<file path="src/hw/rtl/oer_pkg.sv">
// ----------------------------------------------------------------------------
// oer_pkg
// Shared types and constants for the OER tag encoder.
// ----------------------------------------------------------------------------
package oer_pkg;

   localparam int unsigned ClassWidth  = 2;
   localparam int unsigned NumberWidth = 32;
   localparam int unsigned OctetWidth  = 8;
   localparam int unsigned GroupBits   = 7;
   localparam int unsigned GroupCntW   = 3;

   // tag numbers below this fit in the head octet
   localparam logic [5:0] ShortLimit = 6'h3F;
   localparam logic [5:0] LongMark   = 6'h3F;

   typedef struct packed {
      logic [ClassWidth-1:0]  tag_class;
      logic [NumberWidth-1:0] tag_number;
   } req_type;

   typedef struct packed {
      logic [OctetWidth-1:0] out_byte;
      logic                  last;
   } rsp_type;

   // one tag held for emission; groups is zero for the short form
   typedef struct packed {
      logic [ClassWidth-1:0]  tag_class;
      logic [NumberWidth-1:0] tag_number;
      logic [GroupCntW-1:0]   groups;
   } item_type;

   // emission position within the held tag
   typedef struct packed {
      logic                 head;
      logic [GroupCntW-1:0] grp;
   } pos_type;

endpackage

</file>
<file path="src/hw/rtl/oer_tag_encoder.sv">
// ----------------------------------------------------------------------------
// oer_tag_encoder
// Turns an ASN.1 tag class and number into OER tag octets, one per cycle.
// ----------------------------------------------------------------------------
// channel   ports                         direction  handshake
// request   start, busy, req_data         in         start && !busy
// response  rsp_strobe, rsp_data          out        rsp_strobe per octet
//
// A tag goes out one octet per cycle: one octet for the short form, two to
// six for the long form, set by the single octet selector feeding the output
// register. A new tag is taken in the cycle its predecessor's final octet is
// selected, so short-form tags stream at one per cycle. Octets appear in the
// cycle after selection. Synchronous reset clears the active flag and strobe,
// not the held tag. The receiver cannot stall; busy is the only back-pressure.
// ----------------------------------------------------------------------------
module oer_tag_encoder import oer_pkg::*; (
   input  logic    clock,
   input  logic    reset,
   input  logic    start,
   output logic    busy,
   input  req_type req_data,
   output logic    rsp_strobe,
   output rsp_type rsp_data
);

   item_type new_item;
   item_type item_ff, item_in;
   logic     act_ff, act_in;
   pos_type  pos_ff, pos_in;
   rsp_type  cur_rsp;
   rsp_type  rsp_ff;
   logic     strobe_ff;
   logic     accept;

   oer_group_count u_count (
      .req  (req_data),
      .item (new_item)
   );

   oer_octet_mux u_mux (
      .item (item_ff),
      .pos  (pos_ff),
      .rsp  (cur_rsp)
   );

   assign busy   = act_ff && !cur_rsp.last;
   assign accept = start && !busy;

   always_comb begin
      item_in = item_ff;
      act_in  = act_ff;
      pos_in  = pos_ff;
      if (accept) begin
         item_in    = new_item;
         act_in     = 1'b1;
         pos_in.head = 1'b1;
         pos_in.grp  = new_item.groups;
      end else if (act_ff && cur_rsp.last) begin
         act_in = 1'b0;
      end else if (act_ff) begin
         if (pos_ff.head) begin
            pos_in.head = 1'b0;
         end else begin
            pos_in.grp = pos_ff.grp - 3'd1;
         end
      end
   end

   always_ff @(posedge clock) begin
      if (reset) begin
         act_ff    <= 1'b0;
         strobe_ff <= 1'b0;
      end else begin
         act_ff    <= act_in;
         strobe_ff <= act_ff;
      end
      item_ff <= item_in;
      pos_ff  <= pos_in;
      rsp_ff  <= cur_rsp;
   end

   assign rsp_strobe = strobe_ff;
   assign rsp_data   = rsp_ff;

endmodule

</file>
<file path="src/hw/rtl/oer_group_count.sv">
// ----------------------------------------------------------------------------
// oer_group_count
// Works out how many base-128 groups follow the head octet of a tag.
// ----------------------------------------------------------------------------
module oer_group_count import oer_pkg::*; (
   input  req_type  req,
   output item_type item
);

   logic [NumberWidth-1:0] num;
   logic [GroupCntW-1:0]   groups;

   assign num = req.tag_number;

   always_comb begin
      if (num < {{(NumberWidth-6){1'b0}}, ShortLimit}) begin
         groups = 3'd0;
      end else if (num[31:28] != 4'd0) begin
         groups = 3'd5;
      end else if (num[27:21] != 7'd0) begin
         groups = 3'd4;
      end else if (num[20:14] != 7'd0) begin
         groups = 3'd3;
      end else if (num[13:7] != 7'd0) begin
         groups = 3'd2;
      end else begin
         groups = 3'd1;
      end
   end

   assign item.tag_class  = req.tag_class;
   assign item.tag_number = num;
   assign item.groups     = groups;

endmodule

</file>
<file path="src/hw/rtl/oer_octet_mux.sv">
// ----------------------------------------------------------------------------
// oer_octet_mux
// Picks the octet to send for the held tag at the current position.
// ----------------------------------------------------------------------------
module oer_octet_mux import oer_pkg::*; (
   input  item_type item,
   input  pos_type  pos,
   output rsp_type  rsp
);

   logic [GroupBits-1:0] grp_bits;
   logic                 grp_last;

   always_comb begin
      unique case (pos.grp)
         3'd5:    grp_bits = {3'd0, item.tag_number[31:28]};
         3'd4:    grp_bits = item.tag_number[27:21];
         3'd3:    grp_bits = item.tag_number[20:14];
         3'd2:    grp_bits = item.tag_number[13:7];
         3'd1:    grp_bits = item.tag_number[6:0];
         default: grp_bits = '0;
      endcase
   end

   assign grp_last = (pos.grp == 3'd1);

   always_comb begin
      if (pos.head) begin
         rsp.last = (item.groups == 3'd0);
         if (item.groups == 3'd0) begin
            rsp.out_byte = {item.tag_class, item.tag_number[5:0]};
         end else begin
            rsp.out_byte = {item.tag_class, LongMark};
         end
      end else begin
         rsp.last     = grp_last;
         rsp.out_byte = {~grp_last, grp_bits};
      end
   end

endmodule

</file>
<file path="config.mk">
export PLATFORM = sky130hd
export DESIGN_NAME = oer_tag_encoder
export DESIGN_NICKNAME = d
export VERILOG_FILES = /design/src/hw/rtl/oer_pkg.sv /design/src/hw/rtl/oer_tag_encoder.sv /design/src/hw/rtl/oer_group_count.sv /design/src/hw/rtl/oer_octet_mux.sv
export SDC_FILE = /design/constraint.sdc
export NUM_CORES = 1
export LEC_CHECK = 0
export BUFFER_PORTS_ARGS = -buffer_cell sky130_fd_sc_hd__buf_2
export CELL_PAD_IN_SITES_DETAIL_PLACEMENT = 0
export CELL_PAD_IN_SITES_GLOBAL_PLACEMENT = 1
export CORE_MARGIN = 3
export CORE_UTILIZATION = 42
export DETAILED_ROUTE_END_ITERATION = 10
export GPL_ROUTABILITY_DRIVEN = 0
export PLACE_DENSITY_LB_ADDON = 0.1
export SLEW_MARGIN = 20
export SYNTH_ARGS = -nofsm -noshare
export SYNTH_HDL_FRONTEND = slang
export SYNTH_SLANG_ARGS = --single-unit
export TNS_END_PERCENT = 100
</file>
<file path="constraint.sdc">
create_clock -name clock -period 3.1 [get_ports clock]
set_input_delay 0.31 -clock clock [delete_from_list [all_inputs] [get_ports clock]]
set_output_delay 0.31 -clock clock [all_outputs]
set_load 0.01 [all_outputs]
</file>
==> summary.json <==
{
  "yosys_warns": 0,
  "rsz0062_at_grt": "no",
  "start_util": 0.440,
  "clock-sinks": 52,
  "gr-usage-all-layers": 0.155,
  "outcome": "finished, final reports clean",
  "p_total_mw": 1.47,
  "layout_cells_sized_above_1": 0.317,
  "area_of_the_die_um2": 5870,
  "timing.final.ws_setup_ps": 800,
  "crit_fanout": 37,
  "setup.worst_path.class": "reg2reg",
  "cts_post_setup_buffers_inserted": 0,
  "numPortBuffers": 47,
  "io-pin-count": 48,
  "synth_sequential_area_ratio": 0.689,
  "dr_total_vias": 1392,
  "final_min_period_over_clock_period": 0.742,
  "netlist.top_cell.by_area": "sky130_fd_sc_hd__edfxtp_1",
  "clkTransAtPathRegs_ps": 80,
  "final_design_area_no_fill_um2": 2510,
  "ctsRootBufferMaster": "sky130_fd_sc_hd__clkbuf_8",
  "insertedDiodeCount": 0,
  "number_of_nets_in_the_layout": 243,
  "setup.worst_path.end_class": "flip-flop",
  "synth.net_count": 192,
  "core_region_area_um2": 4750,
  "final_hold_viol_count": 0,
  "fin_crit_ps": 2300,
  "max-slew-margin-rel": 0.576,
  "multiInputGateArea_um2": 609,
  "dr.first_iter.drc_count": 101,
  "mappedNetlistArea_um2": 2090,
  "report.final.setup_viol": 0,
  "placed_area_um2": 2410,
  "arrival_ps": 2250,
  "cts_hold_buf": 0,
  "crit_required_ps": 3050,
  "grt_start_max_net_pins": 38,
  "finClkSkew_ps": 6.58,
  "fillCellCount": 425,
  "hold_path.class": "in2reg",
  "timing.critical_path.from_type": "flip-flop",
  "ff2ff_setup_slack_ps": 800,
  "syn_area_per_cell_um2": 14.0,
  "synth_top_cells_by_area": "sky130_fd_sc_hd__edfxtp_1, sky130_fd_sc_hd__dfxtp_1, sky130_fd_sc_hd__o21ai_0",
  "regToRegEndpoint": "item_ff[34]$_DFFE_PP_",
  "grt_first_pass_wirelength_mm": 6.90,
  "regToRegStartpoint": "pos_ff[1]$_DFFE_PP_",
  "fmaxAchievable_ghz": 0.435,
  "resize_count_post_cts": 0,
  "holdCritStartpoint": "reset",
  "area_growth_pct": 19.8,
  "pwr_density_cell_nw_per_um2": 586,
  "grt-ovfl-total": 0,
  "cts_tree": "done",
  "fp-row-count": 25,
  "drv.max_cap_violation_count": 0,
  "grt_pass1_vias": 1404,
  "finalWirelength_mm": 4.20,
  "initial_antenna_violation_count": 0,
  "route.detailed.vias_per_inst": 5.17,
  "h_tree_lvl_count": 2,
  "synth_cell_types": 36,
  "totalNegativeSetupSlack_ps": 0,
  "clock_insertion_delay_worst_skew_ps": 300,
  "leakagePower_nw": 0.951,
  "die_y_um": 76.6,
  "first_pass_iters": 4,
  "cts-root-to-sink-buffers": 2,
  "timing.final.max_slew_violations": 0,
  "drt.antenna.violating_nets": 0,
  "die-width_um": 76.6,
  "timing.hold.worst_endpoint": "act_ff$_SDFFE_PP0P_",
  "final_core_util": 0.527,
  "timing.reg2reg.worst_path_depth": 7,
  "wl_per_cell_um": 15.6,
  "irDropWorstVdd_mv": 0.315,
  "whs_path_depth": 2,
  "tightest_slew_ps": 630,
  "synth_cells": 150,
  "drc": 0,
  "seqCellArea_um2": 1440,
  "yosys_register_bits": 52,
  "post-place-ws_ps": 790,
  "hpwl_detailed_mm": 3.22,
  "cts_inserted_buffers": 5,
  "synthDominantCellAreaShare": 0.574
}
[final cells by class]
cell class,count,share of cell area
Timing Repair Buffer,49,0.0998
Sequential cell,52,0.575
Clock buffer,8,0.0399
Tap cell,67,0.0334
Inverter,6,0.00898
Multi-Input combinational cell,87,0.243
[synth_stat cells]
library cell and instances:
sky130_fd_sc_hd__o21bai_1 1, sky130_fd_sc_hd__nor2_1 7, sky130_fd_sc_hd__o22ai_1 2, sky130_fd_sc_hd__nand4_1 1, sky130_fd_sc_hd__nor2b_1 3, sky130_fd_sc_hd__a31o_1 1, sky130_fd_sc_hd__nand2_4 1, sky130_fd_sc_hd__a21oi_1 5
sky130_fd_sc_hd__nand2b_1 1, sky130_fd_sc_hd__clkbuf_1 4, sky130_fd_sc_hd__or3_1 1, sky130_fd_sc_hd__and4_1 1, sky130_fd_sc_hd__o221ai_2 1, sky130_fd_sc_hd__a211oi_1 4, sky130_fd_sc_hd__or4_4 1, sky130_fd_sc_hd__o211ai_2 1
sky130_fd_sc_hd__or4b_1 1, sky130_fd_sc_hd__nor3_1 3, sky130_fd_sc_hd__nor4_1 3, sky130_fd_sc_hd__buf_2 1, sky130_fd_sc_hd__ha_1 5, sky130_fd_sc_hd__inv_1 6, sky130_fd_sc_hd__a31oi_1 5, sky130_fd_sc_hd__edfxtp_1 40
sky130_fd_sc_hd__nor4_4 1, sky130_fd_sc_hd__nand3_1 5, sky130_fd_sc_hd__a32o_1 4, sky130_fd_sc_hd__mux2_4 2, sky130_fd_sc_hd__xor2_1 1, sky130_fd_sc_hd__nand2_1 7, sky130_fd_sc_hd__mux2_2 1, sky130_fd_sc_hd__a222oi_1 1
sky130_fd_sc_hd__nand3b_1 1, sky130_fd_sc_hd__a22oi_1 2, sky130_fd_sc_hd__dfxtp_1 12, sky130_fd_sc_hd__o21ai_0 14
[critical path: stages (launching register included)]
cell	delay, ps
sky130_fd_sc_hd__edfxtp_1	430
sky130_fd_sc_hd__inv_1	130
sky130_fd_sc_hd__ha_1	330
sky130_fd_sc_hd__nand2b_1	170
sky130_fd_sc_hd__o211ai_2	310
sky130_fd_sc_hd__nand2_4	110
sky130_fd_sc_hd__inv_1	60
sky130_fd_sc_hd__buf_4	390
[power by group]
part | switching [mW] | total [mW] | internal (mW)
logic | 0.130 | 0.221 | 0.0912
registers | 0.0256 | 0.844 | 0.819
clock network | 0.201 | 0.404 | 0.204
total | 0.356 | 1.47 | 1.11
[metrics by stage]
| step | hold slack [ps] | std cells |
|---|---|---|
| after CTS | 170 | 269 |
| after floorplan | 379 | 150 |
| after global routing | 171 | 269 |
| final | 183 | 269 |
| after detailed placement | 460 | 261 |
| after global placement | 488 | 261 |
[state kept, by name, summed over array words and instances (netlist names)]
| register | count |
|---|---|
| rsp_data | 9 |
| item_ff | 37 |
| pos_ff | 4 |
| act_ff | 1 |
| rsp_strobe | 1 |
[routing by layer]
| metal | GRT usage | share of wire |
|---|---|---|
| met1 | 0.192 | 0.44 |
| met2 | 0.255 | 0.49 |
| met4 | 0.0652 | 0.015 |
| met5 | 0 | 0 |
| met3 | 0.0426 | 0.060 |
[logic make-up (layout without fill, tap and decap cells)]
logic type | Yosys count | in the layout | share of synthesized area
xor gates and xnor gates | 1 | 1 | 0.00418
AOI/OAI and AO/OA | 41 | 41 | 0.133
muxes | 3 | 3 | 0.0197
DFF | 52 | 52 | 0.689
and+or+nand+nor | 37 | 37 | 0.105
buffers and inverters | 11 | 63 | 0.0203
adders and majority gates | 5 | 5 | 0.0299
[cells in the final DEF, fill, tap and decap left out, drive strengths merged, types with 5 or more instances in the layout]
cell type   n
edfxtp     40
inv         6
dfxtp      12
a21oi       5
o21ai      14
clkbuf      8
nand3       5
nand2       8
a31oi       5
ha          5
buf        49
nor2        7
[worst max path at each step]
| stage | from | slack, ps | end |
|---|---|---|---|
| 6_report | pos_ff[1]$_DFFE_PP_ | 800 | item_ff[34]$_DFFE_PP_ |
| 5_1_grt | pos_ff[1]$_DFFE_PP_ | 610 | item_ff[7]$_DFFE_PP_ |
| 4_1_cts | pos_ff[1]$_DFFE_PP_ | 780 | item_ff[35]$_DFFE_PP_ |
| 3_5_place_dp | pos_ff[1]$_DFFE_PP_ | 790 | item_ff[28]$_DFFE_PP_ |
| 3_3_place_gp | pos_ff[1]$_DFFE_PP_ | 900 | item_ff[26]$_DFFE_PP_ |
| 2_1_floorplan | pos_ff[1]$_DFFE_PP_ | 730 | item_ff[0]$_DFFE_PP_ |
No activity file was read; power rests on OpenSTA's default activity.
